$ cat src/hw/rtl/utc_pkg.sv
// Package for the UTF-8 text counter: field widths, byte codes and scanner states.
// It has no dependencies. The interfaces, the top level and the checker use it.
`timescale 1ns / 1ps

package utc_pkg;

  localparam int unsigned BYTE_WIDTH = 8;
  localparam int unsigned OUT_WIDTH  = 48;

  localparam logic [OUT_WIDTH-1:0] OUT_MAX = '1;

  // Bytes that end a word. A newline also counts a line.
  localparam logic [BYTE_WIDTH-1:0] BYTE_TAB     = 8'h09;
  localparam logic [BYTE_WIDTH-1:0] BYTE_NEWLINE = 8'h0a;
  localparam logic [BYTE_WIDTH-1:0] BYTE_SPACE   = 8'h20;

  // Upper bounds of the byte classes.
  localparam logic [BYTE_WIDTH-1:0] BYTE_ASCII_MAX = 8'h7f;
  localparam logic [BYTE_WIDTH-1:0] BYTE_CONT_MAX  = 8'hbf;
  localparam logic [BYTE_WIDTH-1:0] BYTE_LEAD2_MAX = 8'hdf;
  localparam logic [BYTE_WIDTH-1:0] BYTE_LEAD3_MAX = 8'hef;

  typedef enum logic [3:0] {
    ST_SPACE = 4'b0001,
    ST_WORD  = 4'b0010,
    ST_NEED1 = 4'b0100,
    ST_NEED2 = 4'b1000
  } scan_state_e;

endpackage

$ cat src/hw/rtl/utc_if.sv
// Handshake interfaces of the UTF-8 text counter: the byte channel and the result channel.
// Both depend on utc_pkg for their field widths.
`timescale 1ns / 1ps

interface utc_byte_if;
  logic                             valid;
  logic                             ready;
  logic [utc_pkg::BYTE_WIDTH-1:0]   byte_value;
  logic                             has_byte;
  logic                             end_of_file;

  modport source (output valid, byte_value, has_byte, end_of_file, input ready);
  modport sink   (input valid, byte_value, has_byte, end_of_file, output ready);
endinterface

interface utc_count_if;
  logic                           valid;
  logic                           ready;
  logic [utc_pkg::OUT_WIDTH-1:0]  line_count;
  logic [utc_pkg::OUT_WIDTH-1:0]  word_count;
  logic [utc_pkg::OUT_WIDTH-1:0]  rune_count;
  logic [utc_pkg::OUT_WIDTH-1:0]  bad_rune_count;
  logic [utc_pkg::OUT_WIDTH-1:0]  byte_count;

  modport source (output valid, line_count, word_count, rune_count, bad_rune_count,
                  byte_count, input ready);
  modport sink   (input valid, line_count, word_count, rune_count, bad_rune_count,
                  byte_count, output ready);
endinterface

$ cat src/hw/rtl/utf8_text_counter.sv
// UTF-8 text counter: counts lines, words, runes, bad runes and bytes per file.
// It depends on utc_pkg and on the utc_byte_if and utc_count_if interfaces.
`timescale 1ns / 1ps

// The counter takes one item per clock cycle on in_i and reports one result
// on out_o for every item that has end_of_file set. An accepted item is held
// in an input register; the scanner and the five saturating counters are
// then updated from it in a single pass, and an end-of-file item writes its
// result into the output register. The result waits there, and the block
// goes on taking bytes while it waits; only a second end-of-file item that
// reaches the scanner before the first result is taken holds the input
// side, for as long as out_o stays stalled. Nothing else throttles the rate.
// The counters are COUNT_WIDTH bits wide and saturate at all ones; a count
// that does not fit the 48-bit result fields is reported as 2^48 - 1. After
// each result the counters and the scanner start afresh.
module utf8_text_counter #(
  parameter int unsigned COUNT_WIDTH = 48
) (
  input  logic        clk_i,
  input  logic        rst_ni,
  utc_byte_if.sink    in_i,
  utc_count_if.source out_o
);

  localparam int unsigned CW = COUNT_WIDTH;
  localparam int unsigned OW = utc_pkg::OUT_WIDTH;

  // Saturating add of zero, one or two.
  function automatic logic [CW-1:0] sat_add(input logic [CW-1:0] v, input logic [1:0] amt);
    logic [CW:0] s;
    s = {1'b0, v} + (CW+1)'(amt);
    if (s[CW]) begin
      return '1;
    end else begin
      return s[CW-1:0];
    end
  endfunction

  // Clip a count to the width of the result fields.
  function automatic logic [OW-1:0] clip(input logic [CW-1:0] v);
    logic [63:0] w;
    w = 64'(v);
    if (w > 64'(utc_pkg::OUT_MAX)) begin
      return utc_pkg::OUT_MAX;
    end else begin
      return w[OW-1:0];
    end
  endfunction

  // Input register.
  logic                           in_vld_q, in_vld_d;
  logic [utc_pkg::BYTE_WIDTH-1:0] in_byte_q;
  logic                           in_has_q;
  logic                           in_eof_q;

  // Scanner and counters.
  utc_pkg::scan_state_e state_q, state_d;
  logic [CW-1:0] lines_q, lines_d;
  logic [CW-1:0] words_q, words_d;
  logic [CW-1:0] runes_q, runes_d;
  logic [CW-1:0] bad_q, bad_d;
  logic [CW-1:0] bytes_q, bytes_d;

  // Output register.
  logic          out_vld_q, out_vld_d;
  logic [OW-1:0] out_lines_q, out_words_q, out_runes_q, out_bad_q, out_bytes_q;

  logic proc;
  logic in_acc;

  // Decoded byte and scanner step.
  logic                 pending;
  logic                 blank;
  logic                 cont;
  logic                 bad;
  logic                 end_bad;
  utc_pkg::scan_state_e scan_next;
  logic [CW-1:0]        lines_n, words_n, runes_n, bad_n, bytes_n;

  // The stored item moves on unless it would produce a second waiting result.
  assign proc     = in_vld_q && (!in_eof_q || !out_vld_q || out_o.ready);
  assign in_i.ready = !in_vld_q || proc;
  assign in_acc   = in_i.valid && in_i.ready;
  assign in_vld_d = in_acc || (in_vld_q && !proc);

  always_comb begin
    pending = (state_q == utc_pkg::ST_NEED1) || (state_q == utc_pkg::ST_NEED2);
    blank   = (in_byte_q == utc_pkg::BYTE_TAB) || (in_byte_q == utc_pkg::BYTE_SPACE) ||
              (in_byte_q == utc_pkg::BYTE_NEWLINE);
    cont    = (in_byte_q > utc_pkg::BYTE_ASCII_MAX) && (in_byte_q <= utc_pkg::BYTE_CONT_MAX);

    if (blank) begin
      scan_next = utc_pkg::ST_SPACE;
      bad       = pending;
    end else if (in_byte_q <= utc_pkg::BYTE_ASCII_MAX) begin
      scan_next = utc_pkg::ST_WORD;
      bad       = pending;
    end else if (cont) begin
      if (state_q == utc_pkg::ST_NEED2) begin
        scan_next = utc_pkg::ST_NEED1;
        bad       = 1'b0;
      end else if (state_q == utc_pkg::ST_NEED1) begin
        scan_next = utc_pkg::ST_WORD;
        bad       = 1'b0;
      end else begin
        scan_next = utc_pkg::ST_WORD;
        bad       = 1'b1;
      end
    end else if (in_byte_q <= utc_pkg::BYTE_LEAD2_MAX) begin
      scan_next = utc_pkg::ST_NEED1;
      bad       = pending;
    end else if (in_byte_q <= utc_pkg::BYTE_LEAD3_MAX) begin
      scan_next = utc_pkg::ST_NEED2;
      bad       = pending;
    end else begin
      scan_next = utc_pkg::ST_WORD;
      bad       = 1'b1;
    end

    // An item without a byte leaves the scanner where it is.
    if (!in_has_q) begin
      scan_next = state_q;
      bad       = 1'b0;
    end

    // A rune left partial at the end of the file is one more bad rune.
    end_bad = in_eof_q &&
              ((scan_next == utc_pkg::ST_NEED1) || (scan_next == utc_pkg::ST_NEED2));

    bytes_n = sat_add(bytes_q, {1'b0, in_has_q});
    runes_n = sat_add(runes_q, {1'b0, in_has_q && !(pending && cont)});
    words_n = sat_add(words_q, {1'b0, in_has_q && (state_q == utc_pkg::ST_SPACE) && !blank});
    lines_n = sat_add(lines_q, {1'b0, in_has_q && (in_byte_q == utc_pkg::BYTE_NEWLINE)});
    bad_n   = sat_add(bad_q, 2'(bad) + 2'(end_bad));
  end

  always_comb begin
    state_d = state_q;
    lines_d = lines_q;
    words_d = words_q;
    runes_d = runes_q;
    bad_d   = bad_q;
    bytes_d = bytes_q;
    if (proc) begin
      if (in_eof_q) begin
        state_d = utc_pkg::ST_SPACE;
        lines_d = '0;
        words_d = '0;
        runes_d = '0;
        bad_d   = '0;
        bytes_d = '0;
      end else begin
        state_d = scan_next;
        lines_d = lines_n;
        words_d = words_n;
        runes_d = runes_n;
        bad_d   = bad_n;
        bytes_d = bytes_n;
      end
    end
  end

  always_comb begin
    out_vld_d = out_vld_q && !out_o.ready;
    if (proc && in_eof_q) begin
      out_vld_d = 1'b1;
    end
  end

  always_ff @(posedge clk_i or negedge rst_ni) begin
    if (!rst_ni) begin
      in_vld_q  <= 1'b0;
      state_q   <= utc_pkg::ST_SPACE;
      lines_q   <= '0;
      words_q   <= '0;
      runes_q   <= '0;
      bad_q     <= '0;
      bytes_q   <= '0;
      out_vld_q <= 1'b0;
    end else begin
      in_vld_q  <= in_vld_d;
      state_q   <= state_d;
      lines_q   <= lines_d;
      words_q   <= words_d;
      runes_q   <= runes_d;
      bad_q     <= bad_d;
      bytes_q   <= bytes_d;
      out_vld_q <= out_vld_d;
    end
  end

  // Payload registers carry no reset.
  always_ff @(posedge clk_i) begin
    if (in_acc) begin
      in_byte_q <= in_i.byte_value;
      in_has_q  <= in_i.has_byte;
      in_eof_q  <= in_i.end_of_file;
    end
    if (proc && in_eof_q) begin
      out_lines_q <= clip(lines_n);
      out_words_q <= clip(words_n);
      out_runes_q <= clip(runes_n);
      out_bad_q   <= clip(bad_n);
      out_bytes_q <= clip(bytes_n);
    end
  end

  assign out_o.valid          = out_vld_q;
  assign out_o.line_count     = out_lines_q;
  assign out_o.word_count     = out_words_q;
  assign out_o.rune_count     = out_runes_q;
  assign out_o.bad_rune_count = out_bad_q;
  assign out_o.byte_count     = out_bytes_q;

endmodule

$ cat src/flat_wrapper.sv
// flat-port wrapper written by rule: the top's interface ports become plain ports
module utf8_text_counter_flat 
#(
  parameter int unsigned COUNT_WIDTH = 48
)
  (clk_i, rst_ni, in_i_valid, in_i_byte_value, in_i_has_byte, in_i_end_of_file, in_i_ready, out_o_valid, out_o_line_count, out_o_word_count, out_o_rune_count, out_o_bad_rune_count, out_o_byte_count, out_o_ready);
  utc_byte_if in_i_i ();
  utc_count_if out_o_i ();
  input  logic clk_i;
  input  logic rst_ni;
  input wire logic [$bits(in_i_i.valid)-1:0] in_i_valid;
  input wire logic [$bits(in_i_i.byte_value)-1:0] in_i_byte_value;
  input wire logic [$bits(in_i_i.has_byte)-1:0] in_i_has_byte;
  input wire logic [$bits(in_i_i.end_of_file)-1:0] in_i_end_of_file;
  output wire logic [$bits(in_i_i.ready)-1:0] in_i_ready;
  output wire logic [$bits(out_o_i.valid)-1:0] out_o_valid;
  output wire logic [$bits(out_o_i.line_count)-1:0] out_o_line_count;
  output wire logic [$bits(out_o_i.word_count)-1:0] out_o_word_count;
  output wire logic [$bits(out_o_i.rune_count)-1:0] out_o_rune_count;
  output wire logic [$bits(out_o_i.bad_rune_count)-1:0] out_o_bad_rune_count;
  output wire logic [$bits(out_o_i.byte_count)-1:0] out_o_byte_count;
  input wire logic [$bits(out_o_i.ready)-1:0] out_o_ready;
  assign in_i_i.valid = in_i_valid;
  assign in_i_i.byte_value = in_i_byte_value;
  assign in_i_i.has_byte = in_i_has_byte;
  assign in_i_i.end_of_file = in_i_end_of_file;
  assign in_i_ready = in_i_i.ready;
  assign out_o_valid = out_o_i.valid;
  assign out_o_line_count = out_o_i.line_count;
  assign out_o_word_count = out_o_i.word_count;
  assign out_o_rune_count = out_o_i.rune_count;
  assign out_o_bad_rune_count = out_o_i.bad_rune_count;
  assign out_o_byte_count = out_o_i.byte_count;
  assign out_o_i.ready = out_o_ready;
  utf8_text_counter #(.COUNT_WIDTH(COUNT_WIDTH)) u_core (.clk_i(clk_i), .rst_ni(rst_ni), .in_i(in_i_i), .out_o(out_o_i));
endmodule
$ cat config.mk
export PLATFORM = sky130hd
export DESIGN_NAME = utf8_text_counter_flat
export DESIGN_NICKNAME = d
export VERILOG_FILES = /design/src/hw/rtl/utc_pkg.sv /design/src/hw/rtl/utc_if.sv /design/src/hw/rtl/utf8_text_counter.sv /design/src/flat_wrapper.sv
export SDC_FILE = /design/constraint.sdc
export NUM_CORES = 1
export LEC_CHECK = 0
export ABC_AREA = 1
export BUFFER_PORTS_ARGS = -buffer_cell sky130_fd_sc_hd__buf_2
export CAP_MARGIN = 20
export CORE_ASPECT_RATIO = 1.4
export CORE_MARGIN = 2
export CORE_UTILIZATION = 40
export DETAILED_ROUTE_END_ITERATION = 10
export PLACE_DENSITY = 0.64
export SLEW_MARGIN = 20
export SYNTH_ARGS = -nofsm -noshare
export SYNTH_HDL_FRONTEND = slang
export SYNTH_SLANG_ARGS = --single-unit
export TNS_END_PERCENT = 30
$ cat constraint.sdc
create_clock -name clk_i -period 9.31 [get_ports clk_i]
set_clock_uncertainty 0.1 [all_clocks]
set_input_delay 1.862 -clock clk_i [delete_from_list [all_inputs] [get_ports clk_i]]
set_output_delay 1.862 -clock clk_i [all_outputs]
set_load 0.01 [all_outputs]
==> qor.yml, run 1 <==
cts:
  numCtsBuffers: 50
  cts_setup_buffers: 0
  cts_root_buf: "clkbuf_16"
  ctsResizeCount: 0
  h-tree-depth: 2
  clockBufferDepth: 3
  clock_latency_ps: 620
  cts.sinks: 496
  cts_tree: "done"
  cts.clk_slew.worst_paths_ps: 70
  holdBufCountCts: 0
power:
  ir_drop_v: 0.000134
  leakagePower_nw: 13.1
  power_density_nw_per_um2: 158
status:
  status: "finished clean"
critical_path:
  timing.rr.end: "u_core.words_q[33]"
  slowest_delay_ps: 790
  cpMostUsedCell: "buf_4"
  worstPathArrival_ps: 5350
  crit_required_ps: 9440
  critical_path_class: "input pin to flip-flop"
  worst-r2r-setup-slack_ps: 4840
  crit_chain: "buf_2, o31ai_4, buf_12, inv_2, buf_4, nand2_1, inv_8, buf_4"
  cp-end-kind: "flip-flop"
  reg2reg_depth: 13
  crit_slowest_cell: "buf_4"
  crit_path_max_fanout: 178
  start_kind: "input pin"
  worstReg2RegStart: "u_core.in_has_q"
grt:
  grt-ovfl-total: 0
  first_global_vias: 21300
  antenna_found_initial: 2
  gr-usage-met2_pct: 39.0
  grt_max_degree: 217
  use_met3_pct: 3.14
  grt_use_met1_pct: 28.6
  grt_usage_pct: 22.9
  grt_busiest_layer: "met2"
  grt_pass1_wl_um: 119000
routing:
  routed_wl_um: 76700
  dr.pass1.iters: 8
  num_vias: 22100
  vias_per_cell: 5.05
  drc: 0
  avgRoutedWirePerCell_um: 17.6
  antenna_left: 0
  drt_iter0_drc: 1488
synth:
  ys.flop_type: "edfxtp_1"
  netlist_area_um2: 26000
  synth_cells: 3244
  yosysTopAreaCellShare_pct: 28.9
  synth.distinct_cells: 35
  yosysWarnings: 0
  ys_seq_area_share_pct: 52.6
  async_reset_ff_share_pct: 49.6
  yosysTopAreaCell: "edfxtp_1"
  synth_area_leaders: "edfxtp_1 (29%), dfrtp_1 (24%), nand2_1 (20%)"
  synth_fp_nets: 3268
  synth-seq-cells: 496
  synth_area_per_cell_um2: 8.01
  synth-edff-count: 250
cells_and_area:
  diodes: 0
  drive_above_1_share_pct: 13.5
  multi_input_comb_area_um2: 10900
  nFillCells: 6379
  final_nets: 3510
  area_growth_pct: 14.4
  seq_area_um2: 13700
timing:
  fin_tns_setup_ps: 0
  period_needed_ps: 5220
  holdWs_ps: 389
  rsz0062_at_grt: "no"
  slew_viol_final: 0
  fin_crit_sh_pct: 56.0
  tightest_slew_ps: 1120
  setup_violations: 0
  hold_violations: 0
  fmax_mhz: 192
  slew_headroom_pct: 25.3
placement:
  port_buffers: 255
  hpwlAfterDp_um: 55000
  place_congestion: 0.983
worst_hold_path:
  holdPathEnd: "u_core.bytes_q[0]"
  hold_path.class: "flip-flop to flip-flop"
  worstHoldStart: "u_core.bytes_q[0]"
  worstHoldPathCells: 2
die:
  die_h_um: 306
  core_area_um2: 64300
  num_rows: 110
  num_io_pins: 256
  initial_utilization_pct: 40.4
  die_area_um2: 67000
  die_x_um: 219
run:
  maxCapViolations: 0
[placed cells by master, fill, tap and decap left out, drive strengths merged]
master / netlist / routed
nand2: 1389 / 1389
nor2: 455 / 455
nand3: 284 / 284
buf: 38 / 266
inv: 245 / 253
edfxtp: 250 / 250
dfrtp: 245 / 245
o21ai: 81 / 81
nand4: 74 / 74
clkbuf: 38 / 64
xor2: 60 / 60
nand3b: 51 / 51
clkinv: 0 / 11
ha: 9 / 9
xnor2: 8 / 8
nor3: 6 / 6
clkinvlp: 0 / 6
bufinv: 0 / 5
and2: 2 / 2
o22ai: 2 / 2
a21oi: 1 / 1
o21a: 1 / 1
or2: 1 / 1
nor4: 1 / 1
o31ai: 1 / 1
fa: 1 / 1
dfstp: 1 / 1
[routing by layer]
metal  wire (um)  share of wire [%]  up-vias
li1            -                  -    10900
met1       32000                 42    10400
met2       37400                 49      580
met3        3520                4.6      177
met4        3670                4.8        0
met5           0                  0        -
[registers in the layout (all words and copies together) (netlist names)]
signal and count:
u_core.out_o.word_count 48, u_core.runes_q 48, u_core.in_eof_q 1, u_core.in_vld_q 1
u_core.bad_q 48, u_core.in_has_q 1, u_core.out_o.valid 1, u_core.out_o.byte_count 48
u_core.out_o.line_count 48, u_core.in_byte_q 8, u_core.lines_q 48, u_core.state_q 4
u_core.bytes_q 48, u_core.words_q 48, u_core.out_o.rune_count 48, u_core.out_o.bad_rune_count 48
[layout make-up]
cell class	count	share of cell area [%]
clock buffer	64	4.62
clock inverter	30	1.15
inverter	245	3.12
multi-input combinational	2427	36.8
sequential	496	46.0
tap	840	3.54
timing repair buffer	266	4.73
[power breakdown]
group,switching (mW),total [mW],internal (mW)
registers,0.0215,2.37,2.35
logic,0.166,0.211,0.0447
clock network,0.916,2.11,1.20
total,1.10,4.70,3.59
[cells by family after synthesis]
group	Yosys count	synth area share [%]
compound gates	86	1.75
xor+xnor	68	2.29
fa+ha+maj	10	0.511
buf+inv	321	5.29
flops	496	52.6
simple gates	2263	37.5
[synthesized netlist by cell type (all sizes together) (2+ instances only)]
| cell | instances |
|---|---|
| nand2 | 1389 |
| dfrtp | 245 |
| edfxtp | 250 |
| nand3 | 284 |
| xnor2 | 8 |
| and2 | 2 |
| clkbuf | 38 |
| inv | 245 |
| ha | 9 |
| nor3 | 6 |
| o22ai | 2 |
| xor2 | 60 |
| nand3b | 51 |
| o21ai | 81 |
| nand4 | 74 |
| nor2 | 455 |
| buf | 38 |
[worst max-delay path: cells and delay by family]
family                 cells  cell delay [ps]
AO/OA/AOI/OAI              1               90
buffers and inverters      6             2590
AND/OR/NAND/NOR            1              330
[per-stage QoR]
stage | area [um2] | instances | utilization [%] | setup slack, ps | total power, mW
2_1_floorplan | 26000 | 3244 | - | 1620 | 2.54
3_3_place_gp | 28000 | 4274 | 43.6 | 3600 | 2.63
3_5_place_dp | 28000 | 4274 | 43.6 | 3570 | 2.63
4_1_cts | 29700 | 4368 | 46.2 | 4190 | 4.76
5_1_grt | 29700 | 4368 | 46.2 | 3920 | 4.86
6_report | 29700 | 4368 | 46.2 | 4090 | 4.70
[how the worst max path moves through the flow]
stage / depth (start not counted) / slack, ps / start / to
floorplan: 5 / 1620 / out_o_ready / u_core.out_o.bad_rune_count[0]
global placement: 8 / 3600 / out_o_ready / u_core.out_o.bad_rune_count[46]
detailed placement: 8 / 3570 / out_o_ready / u_core.out_o.bad_rune_count[43]
CTS: 8 / 4190 / out_o_ready / u_core.out_o.bad_rune_count[44]
global route: 8 / 3920 / out_o_ready / u_core.out_o.bad_rune_count[44]
finish: 8 / 4090 / out_o_ready / u_core.out_o.bad_rune_count[27]
Power figures use the tool's default switching activity.
==> run 2, diff against run 1 <==
Settings changed: ABC_AREA 1 to 0.
Clock period 9.31 ns to 5.5 ns, I/O delays scaled along.
==> run 2 against run 1 <==
Combinational power grew to 3.0 times the previous value. Flip-flop and latch count stayed put. Sequential share of layout area is 0.39 points higher. Global-route usage is 0.15 points lower. Highest routed layer is now met5. Cell count is 14% lower. Worst hold slack better by 17 ps. Critical endpoint is now u_core.bad_q[20]. Die area is 0.19% lower. Via count is 0.17% lower. Register-to-register slack worse by 4000 ps. Synthesized cell count is 16% lower.
==> qor.yml, run 2 <==
die:
  num_rows: 110  # unchanged
  die_area_um2: 66900  # -0.19%
  die_x_um: 219  # about the same
  die_h_um: 305  # about the same
  initial_utilization_pct: 40.3  # -0.076 points
  core_area_um2: 64300  # unchanged
  num_io_pins: 256  # unchanged
routing:
  antenna_left: 0  # unchanged
  drt_iter0_drc: 1796  # +21%
  drc: 0  # unchanged
  vias_per_cell: 5.89  # +16%
  num_vias: 22000  # -0.17%
  routed_wl_um: 77100  # +0.60%
  dr.pass1.iters: 5  # -3
  avgRoutedWirePerCell_um: 20.6  # +17%
run:
  maxCapViolations: 0  # unchanged
placement:
  placed_area_um2: 27900  # -0.42%
  port_buffers: 255  # unchanged
  pre_cts_slack_ps: 907  # -2660 ps
  place_congestion: 0.919  # -6.5%
  hpwlAfterDp_um: 50500  # -8.1%
  place_inst: 3648  # -15%
cts:
  cts_tree: "done"
  cts_root_buf: "clkbuf_16"
  numCtsBuffers: 50  # unchanged
  cts_setup_buffers: 0  # unchanged
  clockBufferDepth: 3  # unchanged
  ctsResizeCount: 0  # unchanged
  holdBufCountCts: 0  # unchanged
  clock_latency_ps: 610  # about the same
  cts.clk_slew.worst_paths_ps: 60  # about the same
  cts.sinks: 496  # unchanged
  h-tree-depth: 2  # unchanged
cells_and_area:
  drive_above_1_share_pct: 14.5  # +1.0 points
  nFillCells: 6063  # -5.0%
  final_nets: 2884  # -18%
  seq_area_um2: 13700  # about the same
  final_common_cell: "nand2_1"
  layout_common_cells: "nand2_1 (369), buf_2 (254), edfxtp_1 (250)"
  area_growth_pct: 13.6
  finalInstanceArea_um2: 29500  # -0.83%
  instances_no_fill: 3743  # -14%
  multi_input_comb_area_um2: 11400  # +3.8%
synth:
  synth-simple-area-share_pct: 23.5  # -14 points
  synth_area_per_cell_um2: 9.57  # +20%
  yosysTopAreaCellShare_pct: 29.0  # +0.054 points
  synth_xor_area_share_pct: 5.71  # +3.4 points
  synth_commonest_cells: "nand2_1 (373), edfxtp_1 (250), dfrtp_1 (245)"
  synth_area_leaders: "edfxtp_1 (29%), dfrtp_1 (24%), nand2_1 (5.4%)"
  synth.most_common_cell: "nand2_1"
  yosysWarnings: 0  # unchanged
  ys.flop_type: "edfxtp_1"
  synth_fp_nets: 2733  # -16%
  ys_seq_area_share_pct: 52.7  # +0.099 points
  synth.distinct_cells: 73  # +110%
  netlist_area_um2: 25900  # -0.19%
  synth_cells: 2709  # -16%
  muxShareOfSynthArea_pct: 0.492  # +0.49 points
  synth_top_family_by_area: "simple AND/OR/NAND/NOR gates"
  async_reset_ff_share_pct: 49.6  # unchanged
  synth_compound_area_share_pct: 13.4  # +12 points
  yosysTopAreaCell: "edfxtp_1"
  synth-seq-cells: 496  # unchanged
  synth-edff-count: 250  # unchanged
  synth_fa_ha_area_share_pct: 0.512  # +0.00096 points
timing:
  rsz0062_at_grt: "no"
  tightest_slew_ps: 1140  # +17.7 ps
  fin_crit_sh_pct: 84.8
  worst_slack_ps: 834  # -3260 ps
  slew_viol_final: 0  # unchanged
  slew_headroom_pct: 24.1  # -1.2 points
  setup_violations: 0  # unchanged
  fin_tns_setup_ps: 0  # unchanged
  fmax_mhz: 214
  hold_violations: 0  # unchanged
  period_needed_ps: 4670
critical_path:
  worstPathArrival_ps: 5090  # -260 ps
  crit_required_ps: 5930  # -3510 ps
  crit_path_max_fanout: 37  # -79%
  start_kind: "flip-flop"
  worst-r2r-setup-slack_ps: 830  # -4010 ps
  timing.rr.end: "u_core.bad_q[20]"
  crit_start: "u_core.state_q[3]"
  reg2reg_depth: 13  # unchanged
  worstReg2RegStart: "u_core.state_q[3]"
  cp-end-kind: "flip-flop"
  critical_path_class: "flip-flop to flip-flop"
  setup.worst_path.end: "u_core.bad_q[20]"
power:
  ir_drop_v: 0.000214  # +60%
  leakagePower_nw: 12.3  # -6.2%
  power_density_nw_per_um2: 277  # +75%
grt:
  grt_pass1_wl_um: 120000  # +1.2%
  first_global_vias: 21500  # +1.3%
  grt-ovfl-total: 0  # unchanged
  grt_max_degree: 105  # -52%
  grt_usage_pct: 22.7  # -0.15 points
  antenna_found_initial: 8  # +6
worst_hold_path:
  worstHoldPathCells: 1  # -1
  hold_path.class: "flip-flop to flip-flop"
status:
  status: "finished clean"
[run 2: kinds of logic after synthesis]
kind of cell	Yosys count
mux	12
buf+inv	238
compound gates	568
simple gates	1216
fa+ha+maj	10
xor+xnor	169
flops	496
[run 2: where the power goes]
part	leakage [nW]	internal [mW]	switching, mW
clock	0.782	1.87	1.51
combinational	5.67	0.168	0.461
sequential	5.86	4.07	0.0733
total	12.3	6.11	2.04
[run 2: final cells by class]
cell class	instances	share of cell area [%]
Sequential cell	496	46.4
Tap cell	840	3.57
Timing Repair Buffer	294	5.53
Clock buffer	62	4.68
Multi-Input combinational cell	1975	38.6
Antenna cell	1	0.00849
Clock inverter	32	0.688
Inverter	43	0.573
[run 2: metal layers]
layer	wire length (um)	track usage [%]
met5	90	0
met1	31500	28.8
met2	37500	37.8
met4	3200	10.2
met3	4770	3.87
[run 2: how the worst min path moves through the flow]
stage / start / endpoint / slack (ps)
6_report: u_core.bad_q[0] / u_core.bad_q[0] / 410
5_1_grt: u_core.bad_q[0] / u_core.bad_q[0] / 450
4_1_cts: u_core.bad_q[0] / u_core.bad_q[0] / 410
3_5_place_dp: u_core.bad_q[0] / u_core.bad_q[0] / 390
3_3_place_gp: u_core.bad_q[0] / u_core.bad_q[0] / 400
2_1_floorplan: u_core.bad_q[0] / u_core.bad_q[0] / 370
[run 2: worst max-delay path: stages, from the launching register on]
cell and delay, ps:
dfrtp_1 420, xor2_1 190, and2_1 180, a31oi_1 320
o21ai_0 210, fa_1 500, inv_1 120, ha_1 300
nand3_1 240, nor4_4 460, nand3_1 360, or2_2 690
a41o_1 350, a21oi_1 150
[run 2: stage by stage]
step	hold WS, ps	power, mW	util, %
5_1_grt	446	8.45	45.8
4_1_cts	411	8.25	45.8
3_5_place_dp	392	4.86	43.4
6_report	406	8.15	45.8
2_1_floorplan	373	4.52	-
3_3_place_gp	395	4.85	43.4
